File: config.mk
export PLATFORM = sky130hd
export DESIGN_NAME = baro_sample_sequencer_compensator_unit
export DESIGN_NICKNAME = d
export VERILOG_FILES = /design/src/rtl/core/bssc_pkg.sv /design/src/rtl/core/baro_sample_sequencer_compensator_unit.sv /design/src/rtl/core/bssc_ctrl.sv /design/src/rtl/core/bssc_datapath.sv
export VERILOG_INCLUDE_DIRS = /design/src /design/src/rtl/core
export SDC_FILE = /design/constraint.sdc
export NUM_CORES = 2
export LEC_CHECK = 0
export ABC_AREA = 1
export BUFFER_PORTS_ARGS = -buffer_cell sky130_fd_sc_hd__buf_2
export CORE_ASPECT_RATIO = 0.9
export CORE_MARGIN = 5
export CORE_UTILIZATION = 34
export CTS_BUF_LIST = sky130_fd_sc_hd__clkbuf_8
export DETAILED_ROUTE_END_ITERATION = 8
export GPL_TIMING_DRIVEN = 1
export HOLD_SLACK_MARGIN = 0.1
export PLACE_DENSITY_LB_ADDON = 0.08
export SLEW_MARGIN = 20
export SYNTH_ARGS = -nofsm -noshare
export SYNTH_HDL_FRONTEND = slang
export SYNTH_SLANG_ARGS = --single-unit
File: constraint.sdc
create_clock -name aclk -period 10 [get_ports aclk]
set_input_delay 2 -clock aclk [delete_from_list [all_inputs] [get_ports aclk]]
set_output_delay 2 -clock aclk [all_outputs]
set_load 0.02 [all_outputs]
File: src/rtl/core/baro_sample_sequencer_compensator_unit_defines.svh
// Assertion macros shared by the barometer sequencer RTL.
`ifndef BARO_SAMPLE_SEQUENCER_COMPENSATOR_UNIT_DEFINES_SVH
`define BARO_SAMPLE_SEQUENCER_COMPENSATOR_UNIT_DEFINES_SVH
`ifndef NO_ASSERTIONS
`define BSSC_ASSERT(label, prop) \
    label: assert property (@(posedge aclk) disable iff (!aresetn) prop) \
        else $error("bssc assertion failed");
`define BSSC_ASSERT_RST(label, prop) \
    label: assert property (@(posedge aclk) prop) \
        else $error("bssc reset assertion failed");
`else
`define BSSC_ASSERT(label, prop)
`define BSSC_ASSERT_RST(label, prop)
`endif
`endif

File: src/rtl/core/bssc_pkg.sv
// Shared types, codes and constants of the barometer sequencer.
package bssc_pkg;

    localparam int NOW_W    = 32;
    localparam int ADC_W    = 24;
    localparam int COEF_W   = 16;
    localparam int WAIT_W   = 20;
    localparam int IVL_W    = 4;
    localparam int ACT_W    = 3;
    localparam int TEMP_W   = 19;
    localparam int PRES_W   = 23;
    localparam int OP_W     = 4;
    localparam int CFG_IDX_W = 3;
    localparam int S_DATA_W = 56;
    localparam int M_DATA_W = 48;

    localparam logic [WAIT_W-1:0] WAIT_RST     = 20'd10000;
    localparam logic [IVL_W-1:0]  INTERVAL_RST = 4'd10;
    localparam logic [TEMP_W-1:0] TEMP_BASE    = 19'd2000;
    localparam logic [IVL_W-1:0]  CNT_MAX      = 4'd15;

    localparam logic [1:0] PH_IDLE   = 2'd0;
    localparam logic [1:0] PH_WAIT_P = 2'd1;
    localparam logic [1:0] PH_WAIT_T = 2'd2;

    localparam logic [ACT_W-1:0] ACT_NONE           = 3'd0;
    localparam logic [ACT_W-1:0] ACT_START_P        = 3'd1;
    localparam logic [ACT_W-1:0] ACT_READ_P         = 3'd2;
    localparam logic [ACT_W-1:0] ACT_READ_P_START_T = 3'd3;
    localparam logic [ACT_W-1:0] ACT_READ_T         = 3'd4;

    localparam logic [OP_W-1:0] OP_NONE = 4'd0;
    localparam logic [OP_W-1:0] OP_DT   = 4'd1;
    localparam logic [OP_W-1:0] OP_TMUL = 4'd2;
    localparam logic [OP_W-1:0] OP_TEMP = 4'd3;
    localparam logic [OP_W-1:0] OP_OFF  = 4'd4;
    localparam logic [OP_W-1:0] OP_SENS = 4'd5;
    localparam logic [OP_W-1:0] OP_PLO  = 4'd6;
    localparam logic [OP_W-1:0] OP_PHI  = 4'd7;
    localparam logic [OP_W-1:0] OP_ACC  = 4'd8;
    localparam logic [OP_W-1:0] OP_PRES = 4'd9;

    localparam logic [CFG_IDX_W-1:0] CFG_SENS      = 3'd0;
    localparam logic [CFG_IDX_W-1:0] CFG_OFFSET    = 3'd1;
    localparam logic [CFG_IDX_W-1:0] CFG_SENS_TC   = 3'd2;
    localparam logic [CFG_IDX_W-1:0] CFG_OFFSET_TC = 3'd3;
    localparam logic [CFG_IDX_W-1:0] CFG_TREF      = 3'd4;
    localparam logic [CFG_IDX_W-1:0] CFG_SLOPE     = 3'd5;
    localparam logic [CFG_IDX_W-1:0] CFG_WAIT      = 3'd6;
    localparam logic [CFG_IDX_W-1:0] CFG_INTERVAL  = 3'd7;

    typedef struct packed {
        logic              latch_in;
        logic              load_cstart;
        logic              load_press;
        logic              load_temp;
        logic [OP_W-1:0]   op;
        logic              out_load;
        logic [ACT_W-1:0]  action;
        logic              valid;
    } ctrl_cmd_t;

    typedef struct packed {
        logic              done;
        logic [IVL_W-1:0]  interval;
        logic              out_free;
    } dp_stat_t;

endpackage

File: src/rtl/core/baro_sample_sequencer_compensator_unit.sv
// Top level of the barometer sample sequencer with first-order compensation.
// Each input transaction is one tick: s_axis_tdata carries the microsecond time
// and the ADC word that a read on this tick would return.
// Each tick yields exactly one output transaction with the bus action for the tick,
// a sample flag on m_axis_tuser and, when a sample completes, the compensated
// temperature in hundredths of a degree and the pressure in pascal.
// Coefficients, the conversion wait and the temperature interval are written through
// cfg_we, cfg_index and cfg_wdata; the user must write them only while no tick is in
// flight, which the block itself does not enforce. A tick that completes no sample goes
// from its sequencer step straight to the output register. A tick that completes a
// sample first passes through nine compensation steps, five of which use the shared
// 25 by 18 bit multiplier. One tick is processed at a time; the next tick is accepted
// as soon as the previous result sits in the output register, even if the receiver has
// not taken it yet. When the receiver stalls, the result holds and the block waits
// before loading the next one. Reset is synchronous and active low; it returns the
// sequencer to idle and restores the register defaults.
module baro_sample_sequencer_compensator_unit
    import bssc_pkg::*;
(
    input  logic                  aclk,
    input  logic                  aresetn,
    input  logic                  cfg_we,
    input  logic [CFG_IDX_W-1:0]  cfg_index,
    input  logic [WAIT_W-1:0]     cfg_wdata,
    input  logic                  s_axis_tvalid,
    output logic                  s_axis_tready,
    input  logic [S_DATA_W-1:0]   s_axis_tdata,  // now_us, adc_word
    output logic                  m_axis_tvalid,
    input  logic                  m_axis_tready,
    output logic [M_DATA_W-1:0]   m_axis_tdata,  // bus_action, temp_centi, pressure_pa, zero pad
    output logic                  m_axis_tuser   // sample_valid
);

    ctrl_cmd_t cmd;
    dp_stat_t  stat;

    bssc_ctrl u_ctrl (
        .aclk          (aclk),
        .aresetn       (aresetn),
        .s_axis_tvalid (s_axis_tvalid),
        .s_axis_tready (s_axis_tready),
        .stat          (stat),
        .cmd           (cmd)
    );

    bssc_datapath u_datapath (
        .aclk          (aclk),
        .aresetn       (aresetn),
        .cfg_we        (cfg_we),
        .cfg_index     (cfg_index),
        .cfg_wdata     (cfg_wdata),
        .s_axis_tdata  (s_axis_tdata),
        .m_axis_tvalid (m_axis_tvalid),
        .m_axis_tready (m_axis_tready),
        .m_axis_tdata  (m_axis_tdata),
        .m_axis_tuser  (m_axis_tuser),
        .cmd           (cmd),
        .stat          (stat)
    );

endmodule

File: src/rtl/core/bssc_ctrl.sv
// Controller: transaction handshake, conversion sequencer and compensation step control.
`include "baro_sample_sequencer_compensator_unit_defines.svh"
module bssc_ctrl
    import bssc_pkg::*;
(
    input  logic       aclk,
    input  logic       aresetn,
    input  logic       s_axis_tvalid,
    output logic       s_axis_tready,
    input  dp_stat_t   stat,
    output ctrl_cmd_t  cmd
);

    localparam logic [1:0] S_IDLE = 2'd0;
    localparam logic [1:0] S_SEQ  = 2'd1;
    localparam logic [1:0] S_CALC = 2'd2;
    localparam logic [1:0] S_OUT  = 2'd3;

    logic [1:0]       state_reg, state_next;
    logic [1:0]       phase_reg, phase_next;
    logic [IVL_W-1:0] cnt_reg, cnt_next;
    logic             temp_known_reg, temp_known_next;
    logic [OP_W-1:0]  op_reg, op_next;
    logic [ACT_W-1:0] action_reg, action_next;
    logic             valid_reg, valid_next;
    logic [IVL_W-1:0] cnt_inc;

    assign s_axis_tready = (state_reg == S_IDLE);
    assign cnt_inc = (cnt_reg < CNT_MAX) ? cnt_reg + 4'd1 : cnt_reg;

    always_comb begin
        state_next      = state_reg;
        phase_next      = phase_reg;
        cnt_next        = cnt_reg;
        temp_known_next = temp_known_reg;
        op_next         = op_reg;
        action_next     = action_reg;
        valid_next      = valid_reg;
        cmd             = '0;
        cmd.action      = action_reg;
        cmd.valid       = valid_reg;
        case (state_reg)
            S_IDLE: begin
                if (s_axis_tvalid) begin
                    cmd.latch_in = 1'b1;
                    state_next   = S_SEQ;
                end
            end
            S_SEQ: begin
                action_next = ACT_NONE;
                valid_next  = 1'b0;
                if (phase_reg == PH_WAIT_P) begin
                    if (stat.done) begin
                        cmd.load_press = 1'b1;
                        cnt_next = cnt_inc;
                        if (!temp_known_reg || cnt_inc >= stat.interval) begin
                            action_next     = ACT_READ_P_START_T;
                            cmd.load_cstart = 1'b1;
                            phase_next      = PH_WAIT_T;
                        end else begin
                            action_next = ACT_READ_P;
                            valid_next  = 1'b1;
                            phase_next  = PH_IDLE;
                        end
                    end
                end else if (phase_reg == PH_WAIT_T) begin
                    if (stat.done) begin
                        cmd.load_temp   = 1'b1;
                        temp_known_next = 1'b1;
                        cnt_next        = '0;
                        action_next     = ACT_READ_T;
                        valid_next      = 1'b1;
                        phase_next      = PH_IDLE;
                    end
                end else begin
                    action_next     = ACT_START_P;
                    cmd.load_cstart = 1'b1;
                    phase_next      = PH_WAIT_P;
                end
                op_next    = OP_DT;
                state_next = valid_next ? S_CALC : S_OUT;
            end
            S_CALC: begin
                cmd.op  = op_reg;
                op_next = op_reg + 4'd1;
                if (op_reg == OP_PRES) begin
                    state_next = S_OUT;
                end
            end
            S_OUT: begin
                if (stat.out_free) begin
                    cmd.out_load = 1'b1;
                    state_next   = S_IDLE;
                end
            end
            default: begin
                state_next = S_IDLE;
            end
        endcase
    end

    always_ff @(posedge aclk) begin
        if (!aresetn) begin
            state_reg      <= S_IDLE;
            phase_reg      <= PH_IDLE;
            cnt_reg        <= '0;
            temp_known_reg <= 1'b0;
            op_reg         <= OP_NONE;
            action_reg     <= ACT_NONE;
            valid_reg      <= 1'b0;
        end else begin
            state_reg      <= state_next;
            phase_reg      <= phase_next;
            cnt_reg        <= cnt_next;
            temp_known_reg <= temp_known_next;
            op_reg         <= op_next;
            action_reg     <= action_next;
            valid_reg      <= valid_next;
        end
    end

    `BSSC_ASSERT(a_accept_to_seq, (s_axis_tvalid && s_axis_tready) |=> (state_reg == S_SEQ))
    `BSSC_ASSERT(a_calc_only_for_samples, (state_reg == S_CALC) |-> (valid_reg && (action_reg == ACT_READ_P || action_reg == ACT_READ_T)))
    `BSSC_ASSERT(a_temp_read_clears, (state_reg == S_SEQ && phase_reg == PH_WAIT_T && stat.done) |=> (temp_known_reg && cnt_reg == '0 && phase_reg == PH_IDLE))
    `BSSC_ASSERT_RST(a_reset_idle, !aresetn |=> (state_reg == S_IDLE && phase_reg == PH_IDLE))

endmodule

File: src/rtl/core/bssc_datapath.sv
// Datapath: configuration registers, raw sample storage, shared multiplier and output register.
module bssc_datapath
    import bssc_pkg::*;
(
    input  logic                  aclk,
    input  logic                  aresetn,
    input  logic                  cfg_we,
    input  logic [CFG_IDX_W-1:0]  cfg_index,
    input  logic [WAIT_W-1:0]     cfg_wdata,
    input  logic [S_DATA_W-1:0]   s_axis_tdata,
    output logic                  m_axis_tvalid,
    input  logic                  m_axis_tready,
    output logic [M_DATA_W-1:0]   m_axis_tdata,
    output logic                  m_axis_tuser,
    input  ctrl_cmd_t             cmd,
    output dp_stat_t              stat
);

    logic [COEF_W-1:0] c1_reg, c2_reg, c3_reg, c4_reg, c5_reg, c6_reg;
    logic [WAIT_W-1:0] wait_reg;
    logic [IVL_W-1:0]  interval_reg;

    logic [NOW_W-1:0]  now_reg, cstart_reg, elapsed;
    logic [ADC_W-1:0]  adc_reg, raw_press_reg, raw_temp_reg;

    logic signed [24:0] dt_reg;
    logic signed [24:0] mul_a;
    logic signed [17:0] mul_b;
    logic signed [42:0] mul_prod, prod_reg;
    logic [TEMP_W-1:0]  temp_reg;
    logic signed [35:0] off_reg;
    logic signed [33:0] sens_reg;
    logic signed [57:0] acc_reg;
    logic signed [37:0] pres_diff;
    logic [PRES_W-1:0]  pres_reg;

    logic                m_tvalid_reg;
    logic [M_DATA_W-1:0] m_tdata_reg;
    logic                m_tuser_reg;

    assign elapsed       = now_reg - cstart_reg;
    assign stat.done     = (elapsed >= {{(NOW_W-WAIT_W){1'b0}}, wait_reg});
    assign stat.interval = interval_reg;
    assign stat.out_free = !m_tvalid_reg || m_axis_tready;

    always_ff @(posedge aclk) begin
        if (!aresetn) begin
            c1_reg       <= '0;
            c2_reg       <= '0;
            c3_reg       <= '0;
            c4_reg       <= '0;
            c5_reg       <= '0;
            c6_reg       <= '0;
            wait_reg     <= WAIT_RST;
            interval_reg <= INTERVAL_RST;
        end else if (cfg_we) begin
            case (cfg_index)
                CFG_SENS:      c1_reg       <= cfg_wdata[COEF_W-1:0];
                CFG_OFFSET:    c2_reg       <= cfg_wdata[COEF_W-1:0];
                CFG_SENS_TC:   c3_reg       <= cfg_wdata[COEF_W-1:0];
                CFG_OFFSET_TC: c4_reg       <= cfg_wdata[COEF_W-1:0];
                CFG_TREF:      c5_reg       <= cfg_wdata[COEF_W-1:0];
                CFG_SLOPE:     c6_reg       <= cfg_wdata[COEF_W-1:0];
                CFG_WAIT:      wait_reg     <= cfg_wdata;
                CFG_INTERVAL:  interval_reg <= cfg_wdata[IVL_W-1:0];
                default: begin
                end
            endcase
        end
    end

    always_ff @(posedge aclk) begin
        if (!aresetn) begin
            cstart_reg    <= '0;
            raw_press_reg <= '0;
            raw_temp_reg  <= '0;
        end else begin
            if (cmd.load_cstart) begin
                cstart_reg <= now_reg;
            end
            if (cmd.load_press) begin
                raw_press_reg <= adc_reg;
            end
            if (cmd.load_temp) begin
                raw_temp_reg <= adc_reg;
            end
        end
    end

    always_ff @(posedge aclk) begin
        if (cmd.latch_in) begin
            now_reg <= s_axis_tdata[NOW_W-1:0];
            adc_reg <= s_axis_tdata[NOW_W+ADC_W-1:NOW_W];
        end
    end

    always_comb begin
        mul_a = dt_reg;
        mul_b = '0;
        case (cmd.op)
            OP_TMUL: mul_b = $signed({2'b00, c6_reg});
            OP_TEMP: mul_b = $signed({2'b00, c4_reg});
            OP_OFF:  mul_b = $signed({2'b00, c3_reg});
            OP_PLO: begin
                mul_a = $signed({1'b0, raw_press_reg});
                mul_b = $signed({1'b0, sens_reg[16:0]});
            end
            OP_PHI: begin
                mul_a = $signed({1'b0, raw_press_reg});
                mul_b = $signed({sens_reg[33], sens_reg[33:17]});
            end
            default: begin
            end
        endcase
    end

    assign mul_prod  = mul_a * mul_b;
    assign pres_diff = $signed({acc_reg[57], acc_reg[57:21]}) - $signed({{2{off_reg[35]}}, off_reg});

    always_ff @(posedge aclk) begin
        case (cmd.op)
            OP_DT: begin
                dt_reg <= $signed({1'b0, raw_temp_reg}) - $signed({1'b0, c5_reg, 8'h00});
            end
            OP_TMUL: begin
                prod_reg <= mul_prod;
            end
            OP_TEMP: begin
                temp_reg <= prod_reg[41:23] + TEMP_BASE;
                prod_reg <= mul_prod;
            end
            OP_OFF: begin
                off_reg  <= $signed(prod_reg[42:7]) + $signed({4'h0, c2_reg, 16'h0000});
                prod_reg <= mul_prod;
            end
            OP_SENS: begin
                sens_reg <= $signed(prod_reg[41:8]) + $signed({3'b000, c1_reg, 15'h0000});
            end
            OP_PLO: begin
                prod_reg <= mul_prod;
            end
            OP_PHI: begin
                acc_reg  <= {{15{prod_reg[42]}}, prod_reg};
                prod_reg <= mul_prod;
            end
            OP_ACC: begin
                acc_reg <= acc_reg + $signed({prod_reg[40:0], 17'h00000});
            end
            OP_PRES: begin
                pres_reg <= pres_diff[37:15];
            end
            default: begin
            end
        endcase
    end

    always_ff @(posedge aclk) begin
        if (!aresetn) begin
            m_tvalid_reg <= 1'b0;
        end else if (cmd.out_load) begin
            m_tvalid_reg <= 1'b1;
        end else if (m_axis_tready) begin
            m_tvalid_reg <= 1'b0;
        end
    end

    always_ff @(posedge aclk) begin
        if (cmd.out_load) begin
            m_tdata_reg <= {3'b000,
                            cmd.valid ? pres_reg : {PRES_W{1'b0}},
                            cmd.valid ? temp_reg : {TEMP_W{1'b0}},
                            cmd.action};
            m_tuser_reg <= cmd.valid;
        end
    end

    assign m_axis_tvalid = m_tvalid_reg;
    assign m_axis_tdata  = m_tdata_reg;
    assign m_axis_tuser  = m_tuser_reg;

endmodule
==> results.tsv <==
metric	value	unit
status	finished, final reports clean	
syn_area_per_cell	8.428	um^2
die_w	391.3	um
yosys.area.top_type_share	0.2180	
yosysWarnings	0	
worstSetupEndpointType	flip-flop	
hold_path.class	flip-flop to flip-flop	
cts_buffers	95	
synth_seq_cells	541	
period_needed	9.071	ns
n_fill_cell	13750	
drt-initial-drc-count	2304	
yosys.area_share.simple	0.1693	
avgViaCountPerCell	4.806	
p_per_area	140.8	nW/um^2
synth_compound_area_frac	0.09839	
synth_seq_area_share	0.3161	
start_kind	flip-flop	
cp_common_cell	inv_1	
largest_reg_flops	45	
synth_area	44490	um^2
area_delta_synth_final	10.31	%
worst_path_max_delay_cell	nor2_2	
fmax	0.1102	GHz
fp.dieH	353.2	um
cts_setup_buffers	0	
synth-async-reset-ratio	0	
slew_headroom	0.2376	
yosys.area.top_type	edfxtp_1	
port_buffers	131	
finalHoldViolCount	0	
nets	6257	
globalplace.congestion	0.9015	
muxShareOfSynthArea	0	
first_pass_iters	7	
placementRows	126	
hold_buffers	0	
clockRootBuffer	clkbuf_8	
cp-startpoint	u_ctrl.state_reg[0]$_SDFFE_PN0P_	
clkTransAtPathRegs	0.06	ns
ctsHtreeMaxLevel	3	
grt_setup_unrepaired	no	
gr-usage-all-layers	0.2078	
synth.area.top_cells	edfxtp_1, fa_1, dfxtp_1	
ctsResizeCount	0	
worst_pin_slew	1.142	ns
placedCellCount	7062	
layout.cells.non_filler	7237	
antenna_found_initial	5	
p_leak	23.30	nW
required	10.49	ns
ant_nets	0	
initial_utilization	0.3409	
synthXorXnorAreaFrac	0.03051	
finalMaxSlewViolations	0	
critPathCapture	u_datapath.prod_reg[33]$_DFFE_PP_	
post-route-drc-count	0	
r2r_cells	35	
arrival	9.57	ns
hpwl	112900	um
wl_per_cell	19.80	um
syn_inst	5279	
max_stage_delay	0.92	ns
synth_edf_count	323	
drive_gt1_frac	0.07337	
vias	34780	
path_max_fanout	31	
final.setup.tns	0	ns
core-area	130500	um^2
synthDistinctLibCells	51	
clock_skew	0.06116	ns
reg2reg_from	u_ctrl.state_reg[0]$_SDFFE_PN0P_	
cts_tree	yes	
vdd_ir_drop_max	0.2018	mV
die-area	138200	um^2
clock-sinks	541	
first_global_vias	35300	
rrSetupSlack	0.93	ns
cts_buffer_depth	3	
cap_violations	0	
synth_top_family_by_area	adder cells	
grt_pass1_wl	219400	um
num_io_pins	135	
critPathKind	flip-flop to flip-flop	
synth_flop_cell	edfxtp_1	
setup_viol	0	
synth_adder_area_share	0.2839	
drt-total-wl	143300	um
grt_max_degree	85	
clk_latency	0.80	ns
fin_crit_sh	0.9071	
grt-ovfl-total	0	
rr_endpoint	u_datapath.prod_reg[33]$_DFFE_PP_	
[critical path, delay by kind of cell (launching register included)]
family | cells | cell delay, ns
AO/OA/AOI/OAI | 6 | 1.43
XOR/XNOR | 1 | 0.18
adder cells (fa/ha/maj) | 8 | 3.37
buffers and inverters | 13 | 1.80
flip-flops | 1 | 0.39
AND/OR/NAND/NOR | 7 | 1.54
[per-layer routing]
metal	up-vias	global-route usage	share of wire	wire, um
met3	156	0.03302	0.048	6855
met5	-	0	0	0
met2	777	0.3213	0.44	62820
met4	0	0.04134	0.019	2727
li1	16930	-	-	-
met1	16920	0.3084	0.49	70920
[stage by stage]
| step | cell area [um^2] | utilization | worst slack [ns] | hold WS, ns | power (mW) |
|---|---|---|---|---|---|
| finish | 49080 | 0.3760 | 0.9288 | 0.4296 | 6.909 |
| global route | 49080 | 0.3760 | 0.2536 | 0.4421 | 7.447 |
| CTS | 49070 | 0.3759 | 1.015 | 0.4290 | 7.021 |
| detailed placement | 47290 | 0.3623 | 1.044 | 0.4161 | 5.016 |
| global placement | 47290 | 0.3623 | 1.038 | 0.4162 | 5.005 |
| floorplan | 44500 | - | 2.293 | 0.4064 | 4.361 |
[how the worst min path moves through the flow]
stage / start / to / depth (start not counted)
floorplan: u_ctrl.valid_reg$_SDFFE_PN0P_ / u_datapath.m_axis_tuser$_DFFE_PP_ / 0
global placement: u_datapath.raw_temp_reg[7]$_SDFFE_PN0P_ / u_datapath.dt_reg[7]$_DFFE_PN_ / 0
detailed placement: u_datapath.raw_temp_reg[6]$_SDFFE_PN0P_ / u_datapath.dt_reg[6]$_DFFE_PN_ / 0
CTS: u_ctrl.action_reg[2]$_SDFFE_PN0P_ / u_datapath.m_axis_tdata[2]$_DFFE_PP_ / 0
global route: u_datapath.raw_temp_reg[0]$_SDFFE_PN0P_ / u_datapath.dt_reg[0]$_DFFE_PN_ / 0
finish: u_ctrl.action_reg[2]$_SDFFE_PN0P_ / u_datapath.m_axis_tdata[2]$_DFFE_PP_ / 0
[placed cells by master, fill, tap and decap left out, types with 99 or more instances in the layout]
| cell | synthesis | final |
|---|---|---|
| nand3_1 | 164 | 164 |
| ha_1 | 296 | 296 |
| dfxtp_1 | 218 | 217 |
| buf_2 | 16 | 130 |
| a21oi_1 | 335 | 334 |
| xor2_1 | 99 | 99 |
| inv_1 | 1018 | 1050 |
| nand2_1 | 937 | 936 |
| o21ai_0 | 266 | 253 |
| fa_1 | 446 | 446 |
| nor2_1 | 646 | 635 |
| edfxtp_1 | 323 | 323 |
| clkbuf_8 | 0 | 101 |
[where the power goes]
group / leakage [nW] / total [mW] / internal [mW] / switching (mW)
Combinational: 17.6 / 2.18 / 0.704 / 1.48
Sequential: 4.71 / 2.77 / 2.62 / 0.152
Clock: 1.03 / 1.96 / 0.970 / 0.986
[synthesized netlist by cell type (7+ instances only)]
cell type and n:
buf_2 16, nand3b_1 7, a21oi_1 335, a21o_1 15, xnor2_1 56, nand2_1 937, nand3_1 164, o211ai_1 13
o21ai_1 29, nor2_1 646, a31oi_1 29, o221ai_1 7, nor4_1 10, nand4_1 18, and2_1 7, o21a_1 17
clkinv_1 8, clkbuf_1 117, edfxtp_1 323, dfxtp_1 218, or2_2 17, nor3_1 36, a21oi_2 10, inv_1 1018
inv_2 8, a21boi_0 8, nor2_2 7, buf_6 7, a32o_1 16, fa_1 446, nand2_2 10, o21bai_1 14
o21ai_0 266, xor2_1 99, ha_1 296
[logic make-up (layout without fill, tap and decap cells)]
group | Yosys count | after routing
AOI/OAI and AO/OA | 787 | 787
other | 2 | 7
buffers and inverters | 1181 | 1406
and+or+nand+nor | 1871 | 1871
adders and majority gates | 742 | 742
xor gates and xnor gates | 155 | 155
DFF | 541 | 541
[cell type report]
class	count	area (um^2)	area share
sequential	541	14060	0.2866
clock buffer	101	1390	0.02832
multi-input combinational	3559	25990	0.5296
tap	1728	2162	0.04405
inverter	1034	3881	0.07908
timing repair buffer	200	1189	0.02422
clock inverter	71	390.4	0.007954
antenna	3	7.507	0.0001530
Power figures use the tool's default switching activity.
